--- src/kfls_pkg.sv ---
`default_nettype none
package kfls_pkg;

    typedef enum logic [1:0] {
        CMD_CLEAR  = 2'd0,
        CMD_APPEND = 2'd1,
        CMD_SAMPLE = 2'd2,
        CMD_NONE   = 2'd3
    } cmd_t;

    typedef enum logic [1:0] {
        ST_OK    = 2'd0,
        ST_EMPTY = 2'd1,
        ST_FULL  = 2'd2
    } status_t;

    typedef enum logic [2:0] {
        SEL_ZERO  = 3'd0,
        SEL_FIRST = 3'd1,
        SEL_LAST  = 3'd2,
        SEL_BLEND = 3'd3
    } rsel_t;

    // controller -> datapath
    typedef struct packed {
        logic    load_in;
        logic    rd_en;
        logic    rd_pair;
        logic    div_start;
        logic    mul_start;
        logic    set_result;
        rsel_t   rsel;
        status_t status;
    } dp_cmd_t;

    // datapath -> controller
    typedef struct packed {
        logic t_le_first;
        logic seg_hit;
        logic div_done;
        logic mul_done;
    } dp_stat_t;

endpackage
`default_nettype wire

--- src/kfls_ctrl.sv ---
`default_nettype none
module kfls_ctrl #(
    parameter int AW       = 6,
    parameter int MAX_KEYS = 64
) (
    input  wire                   aclk,
    input  wire                   aresetn,
    input  wire                   s_valid,
    output logic                  s_ready,
    input  wire  [1:0]            s_command,
    output logic                  m_valid,
    input  wire                   m_ready,
    output logic [AW:0]           key_count,
    output logic                  wr_en,
    output logic [AW-1:0]         rd_addr,
    output kfls_pkg::dp_cmd_t     cmd,
    input  kfls_pkg::dp_stat_t    stat
);
    import kfls_pkg::*;

    localparam logic [AW:0] MAXK = (AW+1)'(MAX_KEYS);

    typedef enum logic [6:0] {
        S_IDLE  = 7'b0000001,
        S_FIRST = 7'b0000010,
        S_CHK0  = 7'b0000100,
        S_SCAN  = 7'b0001000,
        S_CHK   = 7'b0010000,
        S_DIV   = 7'b0100000,
        S_MUL   = 7'b1000000
    } state_t;

    state_t      state_reg, state_next;
    logic [AW:0] count_reg, count_next;
    logic [AW-1:0] idx_reg, idx_next;
    logic        mv_reg, mv_next;

    assign key_count = count_reg;
    assign m_valid   = mv_reg;
    assign s_ready   = (state_reg == S_IDLE) && (!mv_reg || m_ready);
    assign rd_addr   = idx_reg;

    always_comb begin
        state_next = state_reg;
        count_next = count_reg;
        idx_next   = idx_reg;
        mv_next    = mv_reg;
        wr_en      = 1'b0;
        cmd        = '0;
        cmd.rsel   = SEL_ZERO;
        cmd.status = ST_OK;
        if (mv_reg && m_ready) mv_next = 1'b0;
        unique case (state_reg)
            S_IDLE: begin
                if (s_valid && s_ready) begin
                    cmd.load_in = 1'b1;
                    case (cmd_t'(s_command))
                        CMD_CLEAR: begin
                            count_next = '0;
                            cmd.set_result = 1'b1;
                            mv_next = 1'b1;
                        end
                        CMD_APPEND: begin
                            cmd.set_result = 1'b1;
                            mv_next = 1'b1;
                            if (count_reg < MAXK) begin
                                wr_en = 1'b1;
                                count_next = count_reg + 1'b1;
                            end else begin
                                cmd.status = ST_FULL;
                            end
                        end
                        CMD_SAMPLE: begin
                            if (count_reg == '0) begin
                                cmd.set_result = 1'b1;
                                cmd.status = ST_EMPTY;
                                mv_next = 1'b1;
                            end else begin
                                idx_next = '0;
                                state_next = S_FIRST;
                            end
                        end
                        default: begin
                            cmd.set_result = 1'b1;
                            mv_next = 1'b1;
                        end
                    endcase
                end
            end
            S_FIRST: begin
                cmd.rd_en = 1'b1;
                state_next = S_CHK0;
            end
            S_CHK0: begin
                if (count_reg == (AW+1)'(1) || stat.t_le_first) begin
                    cmd.set_result = 1'b1;
                    cmd.rsel = SEL_FIRST;
                    mv_next = 1'b1;
                    state_next = S_IDLE;
                end else begin
                    state_next = S_SCAN;
                end
            end
            S_SCAN: begin
                cmd.rd_en = 1'b1;
                cmd.rd_pair = 1'b1;
                state_next = S_CHK;
            end
            S_CHK: begin
                if (stat.seg_hit) begin
                    cmd.div_start = 1'b1;
                    state_next = S_DIV;
                end else if ({1'b0, idx_reg} + (AW+1)'(2) >= count_reg) begin
                    cmd.set_result = 1'b1;
                    cmd.rsel = SEL_LAST;
                    mv_next = 1'b1;
                    state_next = S_IDLE;
                end else begin
                    idx_next = idx_reg + 1'b1;
                    state_next = S_SCAN;
                end
            end
            S_DIV: begin
                if (stat.div_done) begin
                    cmd.mul_start = 1'b1;
                    state_next = S_MUL;
                end
            end
            S_MUL: begin
                if (stat.mul_done) begin
                    cmd.set_result = 1'b1;
                    cmd.rsel = SEL_BLEND;
                    mv_next = 1'b1;
                    state_next = S_IDLE;
                end
            end
            default: state_next = S_IDLE;
        endcase
    end

    always_ff @(posedge aclk) begin
        if (!aresetn) begin
            state_reg <= S_IDLE;
            count_reg <= '0;
            idx_reg   <= '0;
            mv_reg    <= 1'b0;
        end else begin
            state_reg <= state_next;
            count_reg <= count_next;
            idx_reg   <= idx_next;
            mv_reg    <= mv_next;
        end
    end
endmodule
`default_nettype wire

--- config.mk ---
export PLATFORM = sky130hd
export DESIGN_NAME = kfls_ctrl
export DESIGN_NICKNAME = d
export VERILOG_FILES = /design/src/kfls_pkg.sv /design/src/kfls_ctrl.sv
export SDC_FILE = /design/constraint.sdc
export NUM_CORES = 1
export LEC_CHECK = 0
export BUFFER_PORTS_ARGS = -buffer_cell sky130_fd_sc_hd__clkbuf_2
export CAP_MARGIN = 40
export CORE_MARGIN = 10
export CORE_UTILIZATION = 46
export CTS_CLUSTER_SIZE = 10
export DETAILED_ROUTE_END_ITERATION = 10
export HOLD_SLACK_MARGIN = 0.12
export PLACE_DENSITY = 0.81
export SYNTH_ARGS = -nofsm -noshare
export SYNTH_HDL_FRONTEND = slang
export SYNTH_SLANG_ARGS = --single-unit
--- constraint.sdc ---
create_clock -name aclk -period 4.6 [get_ports aclk]
set_input_delay 0.92 -clock aclk [delete_from_list [all_inputs] [get_ports aclk]]
set_output_delay 0.92 -clock aclk [all_outputs]
set_load 0.02 [all_outputs]
# Word-level counts from Yosys, hierarchy flattened
# Index checks and enable logic that the tools add are counted.
# word_totals
register_bits	21
output_inout_bits	27
elab_cells	93
# op_classes
addsub	3
n_lt_le_gt_ge	2
eq_ne	18
mux	52
n_reduce_logical	14
# op_table
cell	count
2-to-1 mux 7 bit	7
one-hot mux 7 bit (7 select lines)	1
2-to-1 mux 6 bit	5
2-to-1 mux 1 bit	24
2-to-1 mux 4 bit	6
== test 7 x 1 -> 1 bit, second input constant	2
one-hot mux 7 bit (2 select lines)	1
!= test 2 bit, second input constant	6
one-hot mux 6 bit (2 select lines)	1
one-hot mux 3 bit (3 select lines)	1
one-hot mux 1 bit (4 select lines)	2
adder 6 x 2 -> 7 bit, second input constant	1
adder 7 x 1 -> 7 bit, second input constant	1
== test 7 x 2 -> 1 bit, second input constant	1
== test 7 x 3 -> 1 bit, second input constant	1
== test 7 x 4 -> 1 bit, second input constant	1
== test 7 x 5 -> 1 bit, second input constant	1
== test 7 x 6 -> 1 bit, second input constant	1
== test 7 bit, second input constant	1
>= comparator 7 bit	1
logical NOT 7 bit	1
< comparator 7 bit, second input constant	1
adder 6 x 1 -> 6 bit, second input constant	1
2-to-1 mux 2 bit	3
13 further kinds	18

# Logic depth before layout (Yosys ltp)
# Gate-level depths: netlist of run 1.
# depth
depth_word	6
ltp_mapped	10

# Worst setup path before layout of run 1
# OpenSTA, ideal clock, no wires.
# synth_path
kind	reg2out
from	reg state_reg[6]
to	out cmd[1] (netlist name)
arrival_ps	2348
required_ps	3680
setup_slack_ps	1332
path_stages_with_launch	6
path_cell_list	dfxtp_1 or4_4 or4b_4 buf_6 nor2_1 and4_1
# synth_rtl
item	line	text
start, declared	kfls_ctrl.sv:33	state_t state_reg, state_next;
start signal, assigned	kfls_ctrl.sv:148	state_reg <= state_next;
end, declared	kfls_ctrl.sv:16	output kfls_pkg::dp_cmd_t cmd,

==> results_dict.tcl, run 1 <==
set metrics [dict create \
    nets 245 \
    die_area_sq_um 5846 \
    yosysSeqAreaShare_pct 28.67 \
    cp_cell_sequence "or4_4, or4b_4, nor2_1, a21oi_1, nand2_1, clkbuf_2" \
    place.gp.congestion 0.9096 \
    grt_overflow 0 \
    grt_pass1_vias 1351 \
    synth-xor-area-share_pct 4.778 \
    post_cts_buffers 0 \
    cts_resized 0 \
    hold_path.class "reg -> reg" \
    ys.flop_type "dfxtp_1" \
    critPathCaptureType "output port" \
    clkLatencyLatePin_ns 0.32 \
    final_common_cell "clkbuf_2" \
    port_buffers 35 \
    antenna_found_initial 0 \
    first_iter_violations 62 \
    layout_min_cycle_time_ns 3.499 \
    p_leak_nw 0.7238 \
    ant_nets 0 \
    rows 20 \
    cts_tree "built" \
    hold_viol_final 0 \
    ys_types 38 \
    grtUsageTotal_pct 12.10 \
    cts_max_level 1 \
    antennaDiodeCount 0 \
    critPathLaunch "state_reg[6]$_SDFFE_PN0P_" \
    cts_inserted_buffers 3 \
    synth_compound_area_share_pct 15.61 \
    status "finished, final reports clean" \
    wl_per_cell_um 14.01 \
    avgSynthCellArea_sq_um 7.927 \
    areaGrowthSynthToFinish_pct 15.53 \
    synth_fa_ha_area_share_pct 12.80 \
    start_kind "register" \
    first_pass_iters 4 \
    grt_max_degree 13 \
    yosys_register_bits 21 \
    cp.required_ns 3.68 \
    post-route-period-util_pct 76.06 \
    finClkSkew_ns 0.005825 \
    cp_slowest_cell "or4b_4" \
    pin_count 37 \
    final_cells 263 \
    cts_root_buf "clkbuf_4" \
    max_cap_violations 0 \
    worstSetupPathType "reg -> out" \
    grt_pass1_wl_um 6134 \
    holdBufCountCts 0 \
    design_area_sq_um 1694 \
    route.vias.total 1459 \
    yosysWarnings 0 \
    yosys.area.top_type_share_pct 28.67 \
    slew_viol_final 0 \
    tns_ns 0 \
    slew_headroom_pct 42.15 \
    routed_via_density 5.548 \
    syn-instance-count 185 \
    ir_worst_vdd_v 0.0001578 \
    place_area_sq_um 1667 \
    cts_sinks 21 \
    drcViolationCount 0 \
    post-place-ws_ns 1.450 \
    hold_path_startpoint "key_count[5]$_SDFFE_PN0P_" \
    synth_area_sq_um 1466 \
    layout_common_cells "clkbuf_2 (35), dfxtp_1 (21), inv_1 (15), nor2_1 (15), ha_1 (15)" \
    r2r-start "rd_addr[1]$_SDFFE_PN0P_" \
    drive_above_1_share_pct 19.18 \
    fmax_mhz 285.8 \
    synthMuxAreaShare_pct 0.6826 \
    total_power_uw 468.5 \
    rsz0062_at_grt "no" \
    synth_nets 210 \
    core-area_sq_um 3053 \
    floorplan.die.width_um 76.46 \
    cp_max_fo 10 \
    synth_area_leaders "dfxtp_1 (29%), ha_1 (13%), a21oi_1 (4.1%), inv_1 (3.8%), nor2_1 (3.8%)" \
    synth_largest_area_cell "dfxtp_1" \
    async_reset_ff_share_pct 0 \
    fp.dieH_um 76.46 \
    initial_core_util_pct 48.03 \
    crit_path_max_incr_delay_ns 0.58 \
    fin_ws_ns 1.101 \
    clockBufferDepth 2 \
    synth_edf_count 0 \
    setup_viol 0 \
    synthSimpleGateAreaFrac_pct 31.31 \
    synth_top_family_by_area "simple AND/OR/NAND/NOR gates" \
    cp.arrival_ns 2.58 \
    dp_hpwl_um 2940 \
    worst_slew_pin_slew_ns 0.8604 \
    p_per_area_nw_per_um2 276.6 \
    cts.clk_slew.worst_paths_ns 0.12 \
    wirelength_um 3685 \
    dp.cells 259 \
]
[through the flow]
stage / hold WS, ns / util, %
after floorplan: 0.5304 / -
final: 0.5570 / 55.49
after detailed placement: 0.5376 / 54.59
after CTS: 0.5558 / 55.49
after global routing: 0.5890 / 55.49
after global placement: 0.5309 / 54.59
[critical path, delay by kind of cell, from the launching register on]
| kind | cells | cell delay [ns] |
|---|---|---|
| flip-flops | 1 | 0.35 |
| buffers and inverters | 1 | 0.17 |
| AO/OA/AOI/OAI | 1 | 0.15 |
| AND/OR/NAND/NOR | 4 | 1.60 |
[Yosys cell counts, types with 5 or more instances]
| master | n |
|---|---|
| a21oi_1 | 12 |
| dfxtp_1 | 21 |
| ha_1 | 15 |
| inv_1 | 15 |
| nand2_1 | 9 |
| nand2b_1 | 5 |
| nand3_1 | 10 |
| nand4_1 | 6 |
| nor2_1 | 15 |
| nor3_1 | 5 |
| nor4_1 | 6 |
| o21ai_0 | 10 |
| or3_1 | 6 |
| xnor2_1 | 6 |
[routing by layer]
| layer | up-vias | routed length (um) | GRT usage [%] |
|---|---|---|---|
| met3 | 6 | 195 | 3.420 |
| met1 | 676 | 1652 | 14.61 |
| met4 | 0 | 33 | 3.532 |
| met5 | - | 0 | 0 |
| met2 | 40 | 1805 | 20.24 |
| li1 | 737 | - | - |
[power by group]
part	leakage, nW	internal (mW)	switching [mW]
Clock	0.0177	0.0326	0.0611
Sequential	0.170	0.192	0.0139
Combinational	0.536	0.0643	0.105
Total	0.724	0.288	0.180
[cell families (layout without fill, tap and decap cells)]
kind of cell | Yosys count | after routing
simple gates | 81 | 81
other cells | 1 | 1
compound gates | 38 | 38
mux | 1 | 1
xor+xnor | 8 | 8
fa+ha+maj | 15 | 15
flops | 21 | 21
buf+inv | 20 | 54
[path summary, 6_finish.rpt]
| kind | to | slack [ns] | cells past startpoint |
|---|---|---|---|
| worst max-delay path | cmd[5] | 1.10 | 6 |
| worst min-delay path | key_count[5]$_SDFFE_PN0P_ | 0.56 | 2 |
| worst max register to register | rd_addr[4]$_SDFFE_PN0P_ | 1.82 | 9 |
| worst min register to register | key_count[5]$_SDFFE_PN0P_ | 0.56 | 2 |
[cell type report]
| cell class | count | area, sq um |
|---|---|---|
| clock inverters | 1 | 5.005 |
| repair buffers | 35 | 175.2 |
| clock buffers | 3 | 22.52 |
| multi-input cells | 144 | 959.7 |
| fillers | 322 | 1359 |
| well taps | 44 | 55.05 |
| inverters | 15 | 56.30 |
| flip-flops and latches | 21 | 420.4 |
No activity file was read; power rests on OpenSTA's default activity.
==> run 2: changes to the inputs <==
ABC_AREA = 1   (was default)
PLACE_DENSITY = 0.82   (was 0.81)
clock period = 2.9 ns   (was 4.6 ns; I/O delays follow)
==> results_dict.tcl, run 2 <==
set metrics [dict create \
    status "finished, final reports clean" \
    cp_top_family "simple AND/OR/NAND/NOR gates" \
    max_cap_violations 0 \
    routed_via_density 4.791 \
    r2r_cells 13 \
    cp.arrival_ns 2.17 \
    grt_overflow 0 \
    start_kind "register" \
    ys_types 32 \
    syn-instance-count 259 \
    hold_viol_final 0 \
    core-area_sq_um 3606 \
    antenna_found_initial 0 \
    p_leak_nw 0.9858 \
    place.gp.congestion 0.8119 \
    cts_inserted_buffers 3 \
    synth_area_sq_um 1702 \
    cts.clk_slew.worst_paths_ns 0.08 \
    grt_pass1_vias 1560 \
    port_buffers 35 \
    post-route-period-util_pct 94.72 \
    synth_largest_area_cell "dfxtp_1" \
    path_buf_inv 2 \
    setup_viol 0 \
    final_cells 344 \
    slew_headroom_pct 65.51 \
    ys.flop_type "dfxtp_1" \
    areaGrowthSynthToFinish_pct 16.69 \
    dp.cells 340 \
    cp_cell_sequence "ha_2, nand2_1, nor2_2, xor2_1, ha_1, nand2_1, inv_1, a21oi_1, nand2_1, nand2_2, nand4_1, buf_2" \
    nets 322 \
    layout_min_cycle_time_ns 2.747 \
    slew_viol_final 0 \
    first_iter_violations 83 \
    dp_hpwl_um 3176 \
    cp.depth 12 \
    antennaDiodeCount 0 \
    fp.dieH_um 80.82 \
    grt_max_degree 18 \
    grt_pass1_wl_um 6479 \
    path_common_cell "nand2_1" \
    post-route-util_pct 55.07 \
    ant_nets 0 \
    fmax_mhz 364.1 \
    yosysWarnings 0 \
    rows 22 \
    clockBufferDepth 2 \
    post_cts_buffers 0 \
    synth_edf_count 0 \
    ir_worst_vdd_v 0.0001545 \
    floorplan.die.width_um 80.82 \
    synthTopCellsByCount "nand2_1 (61), inv_1 (37), nor2_1 (30)" \
    cp.required_ns 2.32 \
    worst_slew_pin_slew_ns 0.5141 \
    yosys_register_bits 21 \
    crit_path_max_incr_delay_ns 0.38 \
    cp_slowest_cell "dfxtp_4" \
    final_common_cell "nand2_1" \
    first_pass_iters 4 \
    cts_max_level 1 \
    finClkSkew_ns 0.008018 \
    p_per_area_nw_per_um2 284.2 \
    r2r_end "rd_addr[4]$_SDFFE_PN0P_" \
    r2r_slack_ns 0.80 \
    synth_area_leaders "dfxtp_1 (25%), nand2_1 (13%), ha_1 (11%), inv_1 (8.2%), nor2_1 (6.6%)" \
    avgSynthCellArea_sq_um 6.570 \
    cts_root_buf "clkbuf_8" \
    crit_path_end "cmd[5]" \
    cp_max_fo 6 \
    initial_core_util_pct 47.19 \
    die_area_sq_um 6532 \
    drive_above_1_share_pct 25.00 \
    synth_nets 284 \
    hold_path.class "reg -> reg" \
    grtUsageTotal_pct 12.06 \
    route.vias.total 1648 \
    async_reset_ff_share_pct 0 \
    clkLatencyLatePin_ns 0.27 \
    drcViolationCount 0 \
    holdBufCountCts 0 \
    r2r-start "rd_addr[2]$_SDFFE_PN0P_" \
    critPathLaunch "rd_addr[2]$_SDFFE_PN0P_" \
    yosys.area.top_type_share_pct 24.71 \
    synth_most_common_cell "nand2_1" \
    wirelength_um 3869 \
    wl_per_cell_um 11.25 \
    cts_tree "built" \
    layout_common_cells "nand2_1 (60), inv_1 (37), clkbuf_2 (34)" \
    pin_count 37 \
    yosysSeqAreaShare_pct 24.71 \
    cts_sinks 21 \
    critPathCaptureType "output port" \
    worstSetupPathType "reg -> out" \
]
-- run 2: cell types whose count changed after synthesis, sizes merged, moves of 5 or more --
cell    delta
a21oi      +6
nor4       -5
or3        -6
nor2      +25
nand2b     -5
o21ai      -6
xor2       +8
nand3     +10
xnor2      -5
inv       +26
nand2     +60
-- run 2: final cells by class --
class                      count  area, sq um
sequential                    21        426.7
timing repair buffer          35        175.2
tap                           48        60.06
fill                         373         1620
clock inverter                 1        5.005
multi-input combinational    193         1111
clock buffer                   3        41.29
inverter                      43        166.4
-- run 2: cell families after synthesis --
kind of cell | after synthesis | synth area share [%]
xor+xnor | 11 | 5.662
compound gates | 23 | 7.133
simple gates | 143 | 40.81
fa+ha+maj | 15 | 11.03
flops | 21 | 24.71
buf+inv | 45 | 10.44
other cells | 1 | 0.2204
-- run 2: power breakdown --
| group | switching, mW | internal, mW | total [mW] |
|---|---|---|---|
| clock | 0.102 | 0.0959 | 0.197 |
| sequential | 0.00222 | 0.290 | 0.292 |
| combinational | 0.0511 | 0.0241 | 0.0752 |
| total | 0.155 | 0.410 | 0.564 |
-- run 2: how the worst min path moves through the flow --
stage | slack [ns] | cells past startpoint | start | end
6_report | 0.52 | 2 | rd_addr[3]$_SDFFE_PN0P_ | rd_addr[3]$_SDFFE_PN0P_
5_1_grt | 0.54 | 2 | rd_addr[2]$_SDFFE_PN0P_ | rd_addr[2]$_SDFFE_PN0P_
4_1_cts | 0.52 | 2 | rd_addr[2]$_SDFFE_PN0P_ | rd_addr[2]$_SDFFE_PN0P_
3_5_place_dp | 0.51 | 2 | key_count[1]$_SDFFE_PN0P_ | key_count[1]$_SDFFE_PN0P_
3_3_place_gp | 0.51 | 2 | key_count[1]$_SDFFE_PN0P_ | key_count[1]$_SDFFE_PN0P_
2_1_floorplan | 0.55 | 4 | state_reg[1]$_SDFFE_PN0P_ | state_reg[2]$_SDFFE_PN0P_
-- run 2: timing repair --
| item | in CTS | in global routing |
|---|---|---|
| setup endpoints to repair | 1 | 2 |
| resized for setup | 1 | 7 |
| gates cloned | 0 | 0 |
-- run 2: layer usage --
metal  wire, um  track usage (%)  up-vias
li1           -                -      884
met1       1748            13.54      728
met2       1822            20.94       31
met3        227            2.870        5
met4         70            5.882        0
met5          0                0        -
-- run 2: worst min-delay path, stage by stage, from the launching register on --
cell and delay, ns:
dfxtp_2 0.36, nand2_1 0.07, a21oi_1 0.05
-- run 2: metrics by stage --
step           area, sq um   TNS (ns)  hold slack, ns  worst slack [ns]  power, mW
6_report              1986          0          0.5180            0.1532     0.5644
5_1_grt               1986  -0.004852          0.5434         -0.004852     0.5911
4_1_cts               1973          0          0.5195          0.009980     0.5722
3_5_place_dp          1926          0          0.5149            0.2587     0.3754
3_3_place_gp          1926          0          0.5138            0.3372     0.3744
2_1_floorplan         1702          0          0.5477            0.2888     0.3520
